File: config.mk
export PLATFORM = sky130hd
export DESIGN_NAME = maze_grid_text_validator
export DESIGN_NICKNAME = d
export VERILOG_FILES = /design/src/hdl/mgtv_pkg.sv /design/src/hdl/maze_grid_text_validator.sv /design/src/hdl/mgtv_pipe_reg.sv /design/src/hdl/mgtv_core.sv
export SDC_FILE = /design/constraint.sdc
export NUM_CORES = 1
export LEC_CHECK = 0
export ABC_AREA = 1
export BUFFER_PORTS_ARGS = -buffer_cell sky130_fd_sc_hd__buf_2
export CAP_MARGIN = 15
export CORE_MARGIN = 5
export CORE_UTILIZATION = 53
export CTS_BUF_LIST = sky130_fd_sc_hd__clkbuf_16
export DETAILED_ROUTE_END_ITERATION = 10
export PLACE_DENSITY_LB_ADDON = 0.2
export RECOVER_POWER = 100
export SLEW_MARGIN = 20
export SYNTH_ARGS = -nofsm -noshare
export SYNTH_HDL_FRONTEND = slang
export SYNTH_HIERARCHICAL = 1
export SYNTH_SLANG_ARGS = --single-unit
File: constraint.sdc
create_clock -name clk_i -period 4.2 [get_ports clk_i]
set_clock_uncertainty 0.1 [all_clocks]
set_input_delay 0.84 -clock clk_i [delete_from_list [all_inputs] [get_ports clk_i]]
set_output_delay 0.84 -clock clk_i [all_outputs]
set_load 0.1 [all_outputs]
File: src/hdl/mgtv_pkg.sv
// mgtv_pkg: types, codes and constants shared by the maze grid text validator
// no dependencies; imported by the top level and mgtv_core, not by mgtv_pipe_reg
`timescale 1ns / 1ps

package mgtv_pkg;

  localparam int unsigned COORD_BITS_DEF = 11;
  localparam int unsigned OUT_COORD_W    = 11;
  localparam int unsigned HALF_W         = 10;
  localparam int unsigned CFG_IDX_W      = 2;
  localparam int unsigned CHAR_W         = 8;

  localparam logic [CHAR_W-1:0] CHAR_NUL     = 8'h00;
  localparam logic [CHAR_W-1:0] CHAR_NEWLINE = 8'h0A;
  localparam logic [CHAR_W-1:0] CHAR_SPACE   = 8'h20;
  localparam logic [CHAR_W-1:0] CHAR_ENTRY   = 8'h50;  // 'P'
  localparam logic [CHAR_W-1:0] CHAR_EXIT    = 8'h4B;  // 'K'
  localparam logic [CHAR_W-1:0] CHAR_WALL    = 8'h58;  // 'X'

  localparam logic [CFG_IDX_W-1:0] CFG_HALF_WIDTH  = 2'd0;
  localparam logic [CFG_IDX_W-1:0] CFG_HALF_HEIGHT = 2'd1;

  localparam logic [HALF_W-1:0] HALF_RESET = 10'd1;

  typedef enum logic [2:0] {
    ST_OK        = 3'd0,
    ST_BAD_CHAR  = 3'd1,
    ST_DUP_ENTRY = 3'd2,
    ST_DUP_EXIT  = 3'd3,
    ST_BAD_LEN   = 3'd4,
    ST_IGNORED   = 3'd5
  } status_e;

  // fields listed from the highest bit down
  typedef struct packed {
    logic                   map_done;
    logic [OUT_COORD_W-1:0] exit_row;
    logic [OUT_COORD_W-1:0] exit_col;
    logic                   exit_found;
    logic [OUT_COORD_W-1:0] entrance_row;
    logic [OUT_COORD_W-1:0] entrance_col;
    logic                   entrance_found;
    logic [OUT_COORD_W-1:0] cell_col;
    logic [OUT_COORD_W-1:0] cell_row;
    logic                   cell_valid;
    status_e                status;
  } result_t;

  localparam int unsigned RESULT_W = $bits(result_t);

endpackage

File: src/hdl/maze_grid_text_validator.sv
// maze_grid_text_validator: top level, config registers, input and result stages
// depends on mgtv_pkg, mgtv_pipe_reg and mgtv_core
//
//   channel  | dir | handshake                    | payload
//   ---------+-----+------------------------------+-------------------------------
//   s_axis   | in  | s_axis_tvalid / s_axis_tready | tdata char_code, tuser restart
//   m_axis   | out | m_axis_tvalid / m_axis_tready | tdata result fields, tlast map_done
//   cfg      | in  | cfg_valid_i / cfg_ready_o     | cfg_index_i, cfg_data_i
//
// one item per cycle sustained while m_axis does not stall; an accepted item
// passes through the input register, then the combinational check into the
// result register, and its result is offered from there
// counters and marker state update when an item moves into the result register
// a stalled m_axis holds the result register and then the input register
// reset clears counters, markers and latches and sets both half sizes to 1
`timescale 1ns / 1ps

module maze_grid_text_validator #(
  parameter int unsigned COORD_BITS = mgtv_pkg::COORD_BITS_DEF
) (
  input  logic                             clk_i,
  input  logic                             rst_ni,
  input  logic                             s_axis_tvalid,
  output logic                             s_axis_tready,
  input  logic [mgtv_pkg::CHAR_W-1:0]      s_axis_tdata,  // char_code
  input  logic                             s_axis_tuser,  // restart
  output logic                             m_axis_tvalid,
  input  logic                             m_axis_tready,
  // status, cell_valid, cell_row, cell_col, entrance_found, entrance_col,
  // entrance_row, exit_found, exit_col, exit_row
  output logic [71:0]                      m_axis_tdata,
  output logic                             m_axis_tlast,  // map_done
  input  logic                             cfg_valid_i,
  output logic                             cfg_ready_o,
  input  logic [mgtv_pkg::CFG_IDX_W-1:0]   cfg_index_i,
  input  logic [mgtv_pkg::HALF_W-1:0]      cfg_data_i
);

  import mgtv_pkg::*;

  localparam int unsigned IN_W = CHAR_W + 1;

  logic [HALF_W-1:0] half_width_q, half_height_q;
  logic              in_valid, out_ready;
  logic [IN_W-1:0]   in_data;
  result_t           core_res, out_res;
  logic [RESULT_W-1:0] out_bits;

  assign cfg_ready_o = 1'b1;

  always_ff @(posedge clk_i or negedge rst_ni) begin
    if (!rst_ni) begin
      half_width_q  <= HALF_RESET;
      half_height_q <= HALF_RESET;
    end else if (cfg_valid_i) begin
      if (cfg_index_i == CFG_HALF_WIDTH) begin
        half_width_q <= cfg_data_i;
      end else if (cfg_index_i == CFG_HALF_HEIGHT) begin
        half_height_q <= cfg_data_i;
      end
    end
  end

  mgtv_pipe_reg #(
    .WIDTH(IN_W)
  ) u_in_reg (
    .clk_i   (clk_i),
    .rst_ni  (rst_ni),
    .valid_i (s_axis_tvalid),
    .ready_o (s_axis_tready),
    .data_i  ({s_axis_tuser, s_axis_tdata}),
    .valid_o (in_valid),
    .ready_i (out_ready),
    .data_o  (in_data)
  );

  mgtv_core #(
    .COORD_BITS(COORD_BITS)
  ) u_core (
    .clk_i         (clk_i),
    .rst_ni        (rst_ni),
    .step_i        (in_valid && out_ready),
    .restart_i     (in_data[IN_W-1]),
    .char_i        (in_data[CHAR_W-1:0]),
    .half_width_i  (half_width_q),
    .half_height_i (half_height_q),
    .result_o      (core_res)
  );

  mgtv_pipe_reg #(
    .WIDTH(RESULT_W)
  ) u_out_reg (
    .clk_i   (clk_i),
    .rst_ni  (rst_ni),
    .valid_i (in_valid),
    .ready_o (out_ready),
    .data_i  (core_res),
    .valid_o (m_axis_tvalid),
    .ready_i (m_axis_tready),
    .data_o  (out_bits)
  );

  assign out_res = result_t'(out_bits);

  assign m_axis_tdata = {out_res.exit_row, out_res.exit_col, out_res.exit_found,
                         out_res.entrance_row, out_res.entrance_col,
                         out_res.entrance_found, out_res.cell_col, out_res.cell_row,
                         out_res.cell_valid, out_res.status};
  assign m_axis_tlast = out_res.map_done;

  a_cell_ok : assert property (@(posedge clk_i) disable iff (!rst_ni)
      m_axis_tvalid && out_res.cell_valid |-> out_res.status == ST_OK && !out_res.map_done)
    else $error("cell reported with a failing status");

  a_done_ok : assert property (@(posedge clk_i) disable iff (!rst_ni)
      m_axis_tvalid && out_res.map_done |-> out_res.status == ST_OK)
    else $error("map done raised with a failing status");

  a_ignored_quiet : assert property (@(posedge clk_i) disable iff (!rst_ni)
      m_axis_tvalid && out_res.status == ST_IGNORED |->
          !out_res.cell_valid && !out_res.map_done)
    else $error("ignored item reports a cell or done");

  a_ready_when_empty : assert property (@(posedge clk_i) disable iff (!rst_ni)
      !m_axis_tvalid |-> s_axis_tready)
    else $error("input stalled while result register is empty");

  a_done_latches : assert property (@(posedge clk_i) disable iff (!rst_ni)
      in_valid && out_ready && core_res.map_done ##1 in_valid && out_ready &&
          !in_data[IN_W-1] |-> core_res.status == ST_IGNORED)
    else $error("item after map done not ignored");

endmodule

File: src/hdl/mgtv_pipe_reg.sv
// mgtv_pipe_reg: one-entry valid/ready register stage of generic width
// depends on nothing; used for the input and the result register
`timescale 1ns / 1ps

module mgtv_pipe_reg #(
  parameter int unsigned WIDTH = 8
) (
  input  logic             clk_i,
  input  logic             rst_ni,
  input  logic             valid_i,
  output logic             ready_o,
  input  logic [WIDTH-1:0] data_i,
  output logic             valid_o,
  input  logic             ready_i,
  output logic [WIDTH-1:0] data_o
);

  logic             valid_q;
  logic [WIDTH-1:0] data_q;

  assign ready_o = !valid_q || ready_i;
  assign valid_o = valid_q;
  assign data_o  = data_q;

  always_ff @(posedge clk_i or negedge rst_ni) begin
    if (!rst_ni) begin
      valid_q <= 1'b0;
    end else if (ready_o) begin
      valid_q <= valid_i;
    end
  end

  always_ff @(posedge clk_i) begin
    if (ready_o && valid_i) begin
      data_q <= data_i;
    end
  end

endmodule

File: src/hdl/mgtv_core.sv
// mgtv_core: row/column counters, marker tracking and the per-byte cell check
// depends on mgtv_pkg; fed from the input register, feeds the result register
`timescale 1ns / 1ps

module mgtv_core #(
  parameter int unsigned COORD_BITS = mgtv_pkg::COORD_BITS_DEF
) (
  input  logic                          clk_i,
  input  logic                          rst_ni,
  input  logic                          step_i,
  input  logic                          restart_i,
  input  logic [mgtv_pkg::CHAR_W-1:0]   char_i,
  input  logic [mgtv_pkg::HALF_W-1:0]   half_width_i,
  input  logic [mgtv_pkg::HALF_W-1:0]   half_height_i,
  output mgtv_pkg::result_t             result_o
);

  import mgtv_pkg::*;

  localparam int unsigned CMP_W =
      ((COORD_BITS > OUT_COORD_W) ? COORD_BITS : OUT_COORD_W) + 1;

  logic [COORD_BITS-1:0] row_q, row_d, col_q, col_d;
  logic [COORD_BITS-1:0] ent_r_q, ent_r_d, ent_c_q, ent_c_d;
  logic [COORD_BITS-1:0] ext_r_q, ext_r_d, ext_c_q, ext_c_d;
  logic                  ent_seen_q, ent_seen_d, ext_seen_q, ext_seen_d;
  logic                  err_q, err_d, done_q, done_d;

  logic [COORD_BITS-1:0] r_cur, c_cur;
  logic [CMP_W-1:0]      r_w, c_w, width_w, last_w;
  logic [CMP_W-1:0]      ent_r_w, ent_c_w, ext_r_w, ext_c_w;
  logic                  border;
  status_e               status;
  logic                  cell_ok, map_done;

  always_comb begin
    r_cur      = restart_i ? '0 : row_q;
    c_cur      = restart_i ? '0 : col_q;
    ent_seen_d = restart_i ? 1'b0 : ent_seen_q;
    ent_r_d    = restart_i ? '0 : ent_r_q;
    ent_c_d    = restart_i ? '0 : ent_c_q;
    ext_seen_d = restart_i ? 1'b0 : ext_seen_q;
    ext_r_d    = restart_i ? '0 : ext_r_q;
    ext_c_d    = restart_i ? '0 : ext_c_q;
    err_d      = restart_i ? 1'b0 : err_q;
    done_d     = restart_i ? 1'b0 : done_q;
    row_d      = r_cur;
    col_d      = c_cur;

    r_w     = CMP_W'(r_cur);
    c_w     = CMP_W'(c_cur);
    width_w = CMP_W'({half_width_i, 1'b1});
    last_w  = CMP_W'({half_height_i, 1'b0});
    border  = (r_w == '0) || (r_w == last_w) || (c_w == '0) ||
              (c_w == width_w - CMP_W'(1));

    status   = ST_OK;
    map_done = 1'b0;

    if (err_d || done_d) begin
      status = ST_IGNORED;
    end else if (c_w < width_w) begin
      priority if (char_i == CHAR_NUL || char_i == CHAR_NEWLINE) begin
        status = ST_BAD_LEN;
      end else if (char_i == CHAR_WALL) begin
        status = ST_OK;
      end else if (!border) begin
        status = (char_i == CHAR_SPACE) ? ST_OK : ST_BAD_CHAR;
      end else if (char_i == CHAR_ENTRY) begin
        if (ent_seen_d) begin
          status = ST_DUP_ENTRY;
        end else begin
          ent_seen_d = 1'b1;
          ent_r_d    = r_cur;
          ent_c_d    = c_cur;
        end
      end else if (char_i == CHAR_EXIT) begin
        if (ext_seen_d) begin
          status = ST_DUP_EXIT;
        end else begin
          ext_seen_d = 1'b1;
          ext_r_d    = r_cur;
          ext_c_d    = c_cur;
        end
      end else begin
        status = ST_BAD_CHAR;
      end
      if (status == ST_OK) begin
        col_d = c_cur + COORD_BITS'(1);
      end
    end else if (char_i != CHAR_NEWLINE) begin
      status = ST_BAD_LEN;
    end else begin
      col_d = '0;
      if (r_w == last_w) begin
        map_done = 1'b1;
        done_d   = 1'b1;
      end else begin
        row_d = r_cur + COORD_BITS'(1);
      end
    end

    cell_ok = (status == ST_OK) && (c_w < width_w) && !map_done;
    if (status != ST_OK && status != ST_IGNORED) begin
      err_d = 1'b1;
    end

    ent_r_w = CMP_W'(ent_r_d);
    ent_c_w = CMP_W'(ent_c_d);
    ext_r_w = CMP_W'(ext_r_d);
    ext_c_w = CMP_W'(ext_c_d);
  end

  // cell_ok only ever rises together with an ok status on a cell byte
  always_comb begin
    result_o.status         = status;
    result_o.cell_valid     = cell_ok;
    result_o.cell_row       = r_w[OUT_COORD_W-1:0];
    result_o.cell_col       = c_w[OUT_COORD_W-1:0];
    result_o.map_done       = map_done;
    result_o.entrance_found = ent_seen_d;
    result_o.entrance_col   = ent_c_w[OUT_COORD_W-1:0];
    result_o.entrance_row   = ent_r_w[OUT_COORD_W-1:0];
    result_o.exit_found     = ext_seen_d;
    result_o.exit_col       = ext_c_w[OUT_COORD_W-1:0];
    result_o.exit_row       = ext_r_w[OUT_COORD_W-1:0];
  end

  always_ff @(posedge clk_i or negedge rst_ni) begin
    if (!rst_ni) begin
      row_q      <= '0;
      col_q      <= '0;
      ent_seen_q <= 1'b0;
      ent_r_q    <= '0;
      ent_c_q    <= '0;
      ext_seen_q <= 1'b0;
      ext_r_q    <= '0;
      ext_c_q    <= '0;
      err_q      <= 1'b0;
      done_q     <= 1'b0;
    end else if (step_i) begin
      row_q      <= row_d;
      col_q      <= col_d;
      ent_seen_q <= ent_seen_d;
      ent_r_q    <= ent_r_d;
      ent_c_q    <= ent_c_d;
      ext_seen_q <= ext_seen_d;
      ext_r_q    <= ext_r_d;
      ext_c_q    <= ext_c_d;
      err_q      <= err_d;
      done_q     <= done_d;
    end
  end

endmodule

==> reports/results.tsv, run 1 <==
stage	metric	value	unit
flow_run	drv_cap	2	
critical_path	reg2reg_depth	14	
yosys	post-synth-top-area-cell	edfxtp_1	
floorplan	die_w	136	um
detailed_routing	wl_met3	1450	um
placement	dp_slack	607	ps
layout	final_nets	1094	
critical_path	cp_max_fo	38	
detailed_routing	drt_wl_total	20600	um
floorplan	coreArea	15800	um2
placement	dp_hpwl	14100	um
clock_network	cts_resized	0	
yosys	synth_cell_types	43	
detailed_routing	wl_met1	9410	um
timing	fmax	264	MHz
timing	final_max_slew_viol_count	145	
detailed_routing	ant_nets	0	
grt	antenna_found_initial	0	
detailed_routing	drt_iter0_markers	657	
yosys	yosys_warnings	6	
layout	area_delta_synth_final	12.2	%
timing	hold_viol	0	
timing	final.setup.tns	0	ps
floorplan	die-area	18500	um2
clock_network	clk_latency	440	ps
worst_hold_path	hold_path_depth	2	
layout	utilization	59.9	%
grt	grt_pass1_wl	33200	um
layout	n_fill_cell	1469	
yosys	ys_seq_area_share	56.6	%
grt	grt_max_degree	74	
placement	dpl_cell_area	9080	um2
layout	fin_area	9450	um2
pwr	ir_drop	0.000290	V
yosys	synth-main-ff-cell	dfrtp_1	
run_status	violations	max-capacitance violations, max-slew violations	
yosys	syn_nets	1003	
detailed_routing	routed_via_density	5.22	
yosys	synth_commonest_cells	nand2_1, inv_1, dfrtp_1, edfxtp_1, nor2_1	
worst_hold_path	hp-class	flip-flop to flip-flop	
floorplan	die_y	136	um
timing	fin_crit	3790	ps
timing	setup_slack	408	ps
yosys	yosysMostFrequentCell	nand2_1	
detailed_routing	top_layer	met4	
critical_path	crit_required	4290	ps
yosys	synth_top_area_share	29.2	%
clock_network	path_clk_slew	70	ps
detailed_routing	met2_length	9390	um
placement	gp_congestion	0.892	
yosys	netlist_area	8430	um2
yosys	syn_avg_cell_area	8.75	um2
timing	fin_crit_sh	90.3	%
clock_network	cts_tree	built	
layout	drive_gt1_share	7.69	%
timing	finalSetupViolations	0	
clock_network	hold_buffers	0	
critical_path	path_class	flip-flop to flip-flop	
detailed_routing	drc	0	
critical_path	cp-end-kind	flip-flop	
floorplan	start_util	53.5	%
pwr	power	4170	uW
grt	grt_pass1_vias	6278	
clock_network	htree_levels	4	
layout	multi_input_area	2930	um2
critical_path	startpoint_type	flip-flop	
detailed_routing	first_pass_iters	6	
layout	diodes	0	
clock_network	clock_path_buffers	2	
timing	rsz0062_at_grt	false	
yosys	syn_inst	963	
clock_network	clock-sinks	174	
timing	tightest_slew	1950	ps
pwr	p_leak	0.00460	uW
grt	grt_overflow	0	
floorplan	ios	102	
run_status	status	complete, but fails checks	
layout	seqCellArea	4770	um2
clock_network	cts_root_buffer	clkbuf_16	
grt	grt_usage	23.3	%
detailed_routing	vias	6691	
critical_path	crit_arrival	3880	ps
pwr	powerDensity	442	nW/um2
timing	slew_headroom	-29.9	%
yosys	synth_edf_count	82	
detailed_routing	wl_per_cell	16.1	um
placement	io_buffers	100	
clock_network	cts_buffers	17	
clock_network	cts_setup_buffers	0	
yosys	synthTopCellsByArea	edfxtp_1, dfrtp_1, nand2_1	
critical_path	reg2reg_slack	410	ps
floorplan	rows	46	
yosys	synthArstFlopShare	52.9	%
yosys	ys_seq_elements	174	
-- placed cells by master, fill, tap and decap left out, types with 3 or more instances in the layout --
master     instances
inv_1            118
ha_1              14
nor2_2             3
nand2_1          295
o22ai_1            3
a21oi_1           28
buf_2             22
nor3_1            10
clkbuf_1          81
edfxtp_1          82
dfrtp_1           90
clkinv_2           3
buf_4              8
nand3_1           69
o21ai_1           14
clkbuf_16         17
clkinv_4           3
xor2_1             8
inv_6              4
nand4_1           25
o21ai_0           54
nor2_1            78
inv_2              5
-- cell type report --
class | instances | share of cell area [%]
sequential | 174 | 50.4
clock inverter | 15 | 1.20
inverter | 123 | 4.91
timing repair buffer | 113 | 5.12
clock buffer | 17 | 4.50
multi-input combinational | 625 | 31.0
tap | 216 | 2.86
-- power breakdown --
group          total, uW  internal, uW  switching, uW  leakage [uW]
logic                765           120            645       0.00227
clock network       1460           766            692      0.000271
registers           1950          1900           50.2       0.00205
total               4170          2790           1390       0.00460
-- cell families (layout without fill, tap and decap cells) --
logic type | after synthesis | count (layout) | share of synthesized area [%]
AOI/OAI and AO/OA | 107 | 107 | 6.99
xor gates and xnor gates | 10 | 10 | 1.04
adders and majority gates | 14 | 14 | 2.08
buffers and inverters | 164 | 268 | 8.27
DFF | 174 | 174 | 56.6
other | 1 | 1 | 0.0445
and+or+nand+nor | 493 | 493 | 25.0
-- path summary, 6_finish.rpt --
| path | start | to |
|---|---|---|
| max | u_in_reg/data_o[8] | u_out_reg/data_o[70] |
| min | half_width_q[5] | half_width_q[5] |
| max reg2reg | u_in_reg/data_o[8] | u_out_reg/data_o[70] |
| min reg2reg | half_width_q[5] | half_width_q[5] |
| max in group asynchronous | rst_ni | u_core/ent_r_q[4] |
| min in group asynchronous | rst_ni | u_core/ent_c_q[0] |
-- metrics by stage --
stage	hold WS, ps	std cells
floorplan	342	963
global placement	357	1251
detailed placement	361	1251
CTS	378	1283
global route	392	1283
finish	377	1283
-- sequential cells by signal (all words and copies together) (netlist names), 9 cells and up --
| name | flops |
|---|---|
| u_core/ext_r_q | 11 |
| half_height_q | 10 |
| u_core/ent_c_q | 11 |
| half_width_q | 10 |
| u_core/col_q | 11 |
| u_core/row_q | 11 |
| u_in_reg/data_o | 9 |
| u_core/ent_r_q | 11 |
| u_out_reg/data_o | 73 |
| u_core/ext_c_q | 11 |
-- worst max-delay path, stage by stage, from the launching register on --
cell and delay, ps:
edfxtp_1 420, inv_4 280, buf_4 440, nand2_1 300, nand2_1 120, nand3_1 80
nor2_1 110, nand3_1 330, nand2_4 260, nand3_1 110, nor2_2 110, buf_4 290
inv_1 220, o21ai_0 250, inv_1 60
-- per-layer routing --
metal,up-vias,global-route usage (%)
met5,-,0
met4,0,7.17
met3,31,4.89
met2,248,35.3
met1,3109,34.0
li1,3303,-
Note: power is estimated with default switching activity, not from simulation.
==> run 2, diff against run 1 <==
--- a/config.mk
+++ b/config.mk
@@ -5,7 +5,6 @@
 export SDC_FILE = /design/constraint.sdc
 export NUM_CORES = 1
 export LEC_CHECK = 0
-export ABC_AREA = 1
 export BUFFER_PORTS_ARGS = -buffer_cell sky130_fd_sc_hd__buf_2
 export CAP_MARGIN = 15
 export CORE_MARGIN = 5
==> reports/results.tsv, run 2 <==
stage	metric	value	unit
yosys	synth_edf_count	82	
clock_network	clock-sinks	174	
timing	finalSetupViolations	0	
floorplan	coreArea	15800	um2
floorplan	die_w	136	um
timing	slew_headroom	-35.8	%
clock_network	path_clk_slew	70	ps
yosys	synthArstFlopShare	52.9	%
layout	multi_input_area	3200	um2
detailed_routing	drt_wl_total	21800	um
yosys	synth_cell_types	77	
layout	utilization	60.1	%
yosys	synthTopCellsByArea	edfxtp_1, dfrtp_1, nand2_1	
yosys	yosys_warnings	6	
grt	grt_pass1_vias	6147	
clock_network	cts_buffers	17	
floorplan	ios	102	
grt	grt_usage	24.3	%
critical_path	crit_arrival	4100	ps
clock_network	cts_setup_buffers	0	
clock_network	cts_root_buffer	clkbuf_16	
run_status	status	complete, but fails checks	
placement	io_buffers	100	
layout	largest_reg_flops	73	
timing	rsz0062_at_grt	false	
critical_path	path_class	flip-flop to flip-flop	
detailed_routing	drc	0	
yosys	syn_nets	800	
yosys	ys_seq_elements	174	
layout	final_cell_mix	nand2_1, dfrtp_1, clkbuf_1	
layout	seqCellArea	4770	um2
clock_network	clock_path_buffers	2	
detailed_routing	drt_iter0_markers	673	
floorplan	start_util	53.4	%
yosys	netlist_area	8430	um2
timing	final.setup.tns	0	ps
grt	grt_overflow	0	
yosys	synth-main-ff-cell	dfrtp_1	
run_status	violations	max-capacitance violations, max-slew violations	
yosys	synth_commonest_cells	nand2_1, dfrtp_1, edfxtp_1, a21oi_1, nor2_1	
critical_path	cp_max_fo	22	
clock_network	cts_resized	0	
timing	fin_crit_sh	94.3	%
timing	final_max_slew_viol_count	152	
critical_path	crit_required	4340	ps
placement	dp_hpwl	15000	um
detailed_routing	vias	6363	
timing	hold_viol	0	
worst_hold_path	hp-class	flip-flop to flip-flop	
timing	tightest_slew	2040	ps
yosys	syn_inst	760	
floorplan	rows	46	
floorplan	die_y	136	um
flow_run	drv_cap	2	
layout	n_fill_cell	1366	
critical_path	slowest_stage	edfxtp_1	
critical_path	crit_chain	buf_4 > buf_4 > nor2b_1 > a221oi_1 > o21ai_1 > nand4_1 > a2111oi_4 > clkbuf_2 > nand2_1 > a21oi_1	
timing	fin_crit	3960	ps
layout	final_nets	894	
pwr	powerDensity	506	nW/um2
detailed_routing	ant_nets	0	
layout	layout_commonest_cell	nand2_1	
floorplan	die-area	18500	um2
critical_path	path_common_cell	buf_4	
layout	drive_gt1_share	11.8	%
critical_path	startpoint_type	flip-flop	
pwr	ir_drop	0.000311	V
placement	gp_congestion	0.945	
layout	diodes	0	
grt	grt_max_degree	78	
yosys	ys_seq_area_share	56.6	%
clock_network	hold_buffers	0	
yosys	synth_top_area_share	29.2	%
layout	area_delta_synth_final	12.4	%
clock_network	clk_latency	430	ps
grt	grt_pass1_wl	34500	um
yosys	post-synth-top-area-cell	edfxtp_1	
timing	fmax	253	MHz
yosys	syn_avg_cell_area	11.1	um2
yosys	yosysMostFrequentCell	nand2_1	
detailed_routing	first_pass_iters	5	
clock_network	cts_tree	built	
critical_path	cpPeakStageDelay	640	ps
detailed_routing	routed_via_density	5.88	
critical_path	cp-end-kind	flip-flop	
detailed_routing	wl_per_cell	20.2	um
clock_network	htree_levels	4	
pwr	p_leak	0.00363	uW
grt	antenna_found_initial	0	
==> run 2: path summary, 6_finish.rpt <==
check | depth (start not counted) | endpoint | slack [ps] | from
min | 2 | u_core/ext_c_q[10] | 380 | u_core/ext_c_q[10]
max in group asynchronous | 2 | u_core/ent_c_q[10] | 1390 | rst_ni
min reg2reg | 2 | u_core/ext_c_q[10] | 380 | u_core/ext_c_q[10]
max | 10 | u_out_reg/data_o[48] | 240 | u_in_reg/data_o[8]
max reg2reg | 10 | u_out_reg/data_o[48] | 240 | u_in_reg/data_o[8]
min in group asynchronous | 1 | u_in_reg/valid_o | 890 | rst_ni
==> run 2: final cells by class <==
class	instances	share of cell area (%)
multi-input combinational	505	33.8
inverter	29	1.16
tap	216	2.85
clock buffer	18	4.75
sequential	174	50.3
timing repair buffer	127	5.97
clock inverter	14	1.15
==> run 2: cells by family (layout without fill, tap and decap cells) <==
family | after synthesis | count (layout) | share of synthesized area, %
AOI/OAI and AO/OA | 174 | 174 | 15.1
xor gates and xnor gates | 15 | 15 | 1.56
adders and majority gates | 14 | 14 | 2.08
buffers and inverters | 81 | 188 | 4.50
DFF | 174 | 174 | 56.6
muxes | 26 | 26 | 3.90
other | 1 | 1 | 0.0445
and+or+nand+nor | 275 | 275 | 16.3
==> run 2: power by group <==
group          total, uW  internal [uW]  switching [uW]
combinational       1130            269             859
clock               1490            801             693
sequential          2170           1990             174
total               4790           3060            1730
==> run 2: through the flow <==
stage                     cell area [um2]  worst slack (ps)  hold slack, ps  total power (uW)  cells
after floorplan                      8430               399             350              3050    760
after global placement               9140               431             362              3340   1051
after detailed placement             9140               384             370              3370   1051
after CTS                            9700               345             385              4860   1083
after global routing                 9470              58.1             412              4970   1083
final                                9470               241             383              4790   1083
==> run 2: layer usage <==
metal	vias up	part of all wire (%)	GRT usage, %
met5	-	0	0
met1	3101	45	36.0
li1	2940	-	-
met3	32	7.4	4.92
met4	0	1.9	7.28
met2	290	45	36.2
==> run 2: critical path, delay by kind of cell (launching register included) <==
kind                   cells  cell delay, ps
AO/OA/AOI/OAI              4            1080
buffers and inverters      3            1020
flip-flops                 1             640
AND/OR/NAND/NOR            3             910
==> run 3, diff against run 2 <==
--- a/config.mk
+++ b/config.mk
@@ -5,9 +5,9 @@
 export SDC_FILE = /design/constraint.sdc
 export NUM_CORES = 1
 export LEC_CHECK = 0
+export ABC_AREA = 1
 export BUFFER_PORTS_ARGS = -buffer_cell sky130_fd_sc_hd__buf_2
 export CAP_MARGIN = 15
-export CORE_MARGIN = 5
 export CORE_UTILIZATION = 53
 export CTS_BUF_LIST = sky130_fd_sc_hd__clkbuf_16
 export DETAILED_ROUTE_END_ITERATION = 10
==> reports/results.tsv, run 3 (synthesized netlist as in run 1, its figures left out) <==
stage	metric	value	unit
floorplan	die-area	16400	um2
detailed_routing	wl_met3	1370	um
timing	setup_slack	456	ps
timing	fmax	267	MHz
clock_network	hold_buffers	0	
timing	fin_crit	3740	ps
run_status	status	complete, but fails checks	
critical_path	path_class	flip-flop to flip-flop	
timing	hold_viol	0	
floorplan	die_w	128	um
timing	final.setup.tns	0	ps
clock_network	clock-sinks	174	
critical_path	cp-end-kind	flip-flop	
detailed_routing	routed_via_density	5.26	
clock_network	cts_buffers	17	
clock_network	cts_setup_buffers	0	
clock_network	cts_root_buffer	clkbuf_16	
pwr	p_leak	0.00461	uW
placement	io_buffers	100	
floorplan	rows	45	
grt	grt_usage	25.9	%
floorplan	coreArea	15400	um2
timing	slew_headroom	-83.4	%
clock_network	cts_tree	built	
worst_hold_path	hp-class	flip-flop to flip-flop	
floorplan	ios	102	
grt	grt_max_degree	74	
detailed_routing	first_pass_iters	6	
detailed_routing	ant_nets	0	
pwr	ir_drop	0.000419	V
flow_run	drv_cap	2	
layout	final_nets	1095	
pwr	powerDensity	450	nW/um2
detailed_routing	top_layer	met4	
clock_network	cts_resized	0	
grt	grt_overflow	0	
layout	n_fill_cell	1375	
layout	largest_reg_flops	73	
clock_network	htree_levels	4	
timing	fin_crit_sh	89.1	%
detailed_routing	drc	0	
grt	grt_pass1_vias	6192	
placement	dp_cells	1247	
timing	tightest_slew	2750	ps
floorplan	die_y	128	um
layout	diodes	0	
clock_network	clk_latency	430	ps
run_status	violations	max-capacitance violations, max-slew violations	
layout	layout_commonest_cell	nand2_1	
clock_network	path_clk_slew	70	ps
detailed_routing	wl_met1	9010	um
critical_path	slowest_stage	buf_4	
critical_path	crit_chain	inv_4 > buf_4 > nand2_1 > inv_1 > nand2_1 > nand3_1 > nor2_1 > nand3_1 > nand3_1 > nand3_1 > nand2_1 > nor2_1 > nand2_1 > nand2_1 > nand3_1 > o21ai_0	
timing	holdWs	365	ps
clock_network	clock_path_buffers	2	
timing	final_max_slew_viol_count	121	
timing	finalSetupViolations	0	
detailed_routing	drt_iter0_markers	736	
critical_path	crit_required	4450	ps
grt	grt_pass1_wl	32100	um
placement	dp_slack	695	ps
critical_path	startpoint_type	flip-flop	
detailed_routing	drt_wl_total	19900	um
layout	area_delta_synth_final	12.4	%
layout	final_cells	1279	
placement	gp_congestion	0.969	
critical_path	cpPeakStageDelay	510	ps
layout	utilization	61.6	%
detailed_routing	vias	6732	
layout	final_cell_mix	nand2_1, inv_1, dfrtp_1	
timing	rsz0062_at_grt	false	
placement	dp_hpwl	13400	um
detailed_routing	met2_length	9150	um
grt	antenna_found_initial	0	
layout	drive_gt1_share	7.40	%
critical_path	crit_arrival	3990	ps
critical_path	cp_max_fo	47	
detailed_routing	wl_per_cell	15.5	um
floorplan	start_util	54.8	%
[run 3: cell types whose count changed in the layout (fill, tap and decap cells not counted), moves of 21 or more]
| cell | delta |
|---|---|
| inv_1 | +90 |
| nand2_1 | +155 |
| a21oi_1 | -25 |
| o21ai_0 | +33 |
| nand3_1 | +55 |
| a22oi_1 | -21 |
| nor2_1 | +45 |
| o2bb2ai_1 | -22 |
[run 3: routing by layer]
metal | track usage [%] | vias to the layer above
li1 | - | 3307
met1 | 36.0 | 3153
met2 | 40.9 | 245
met3 | 5.18 | 27
met4 | 8.58 | 0
met5 | 0 | -
[run 3: worst max-delay path: cells and delay by family, from the launching register on]
kind,cells,cell delay (ps)
buffers and inverters,3,950
flip-flops,1,430
AO/OA/AOI/OAI,1,60
AND/OR/NAND/NOR,12,2090
[run 3: per-stage QoR]
stage	power (uW)	area, um2
floorplan	2600	8430
global placement	2760	9080
detailed placement	2760	9080
CTS	4310	9660
global route	4430	9470
finish	4260	9470
[run 3: final cells by class]
type,count,area (um2),share of cell area [%]
Multi-Input combinational cell,625,2900,30.7
Tap cell,211,264,2.79
Clock buffer,18,450,4.75
Clock inverter,14,131,1.39
Sequential cell,174,4770,50.3
Inverter,123,464,4.90
Timing Repair Buffer,114,493,5.20
[run 3: worst paths after layout]
check,start,endpoint,slack (ps),cells after the start
max in group asynchronous,rst_ni,u_core/row_q[4],1000,2
worst max register to register,u_in_reg/data_o[8],u_core/col_q[0],460,16
min in group asynchronous,rst_ni,u_core/col_q[8],1190,1
worst min register to register,half_width_q[0],half_width_q[0],360,2
worst min-delay path,half_width_q[0],half_width_q[0],360,2
worst max-delay path,u_in_reg/data_o[8],u_core/col_q[0],460,16
[run 3: power breakdown]
part / internal, uW / switching (uW)
Clock: 861 / 686
Sequential: 1900 / 49.8
Combinational: 118 / 647
Total: 2880 / 1380
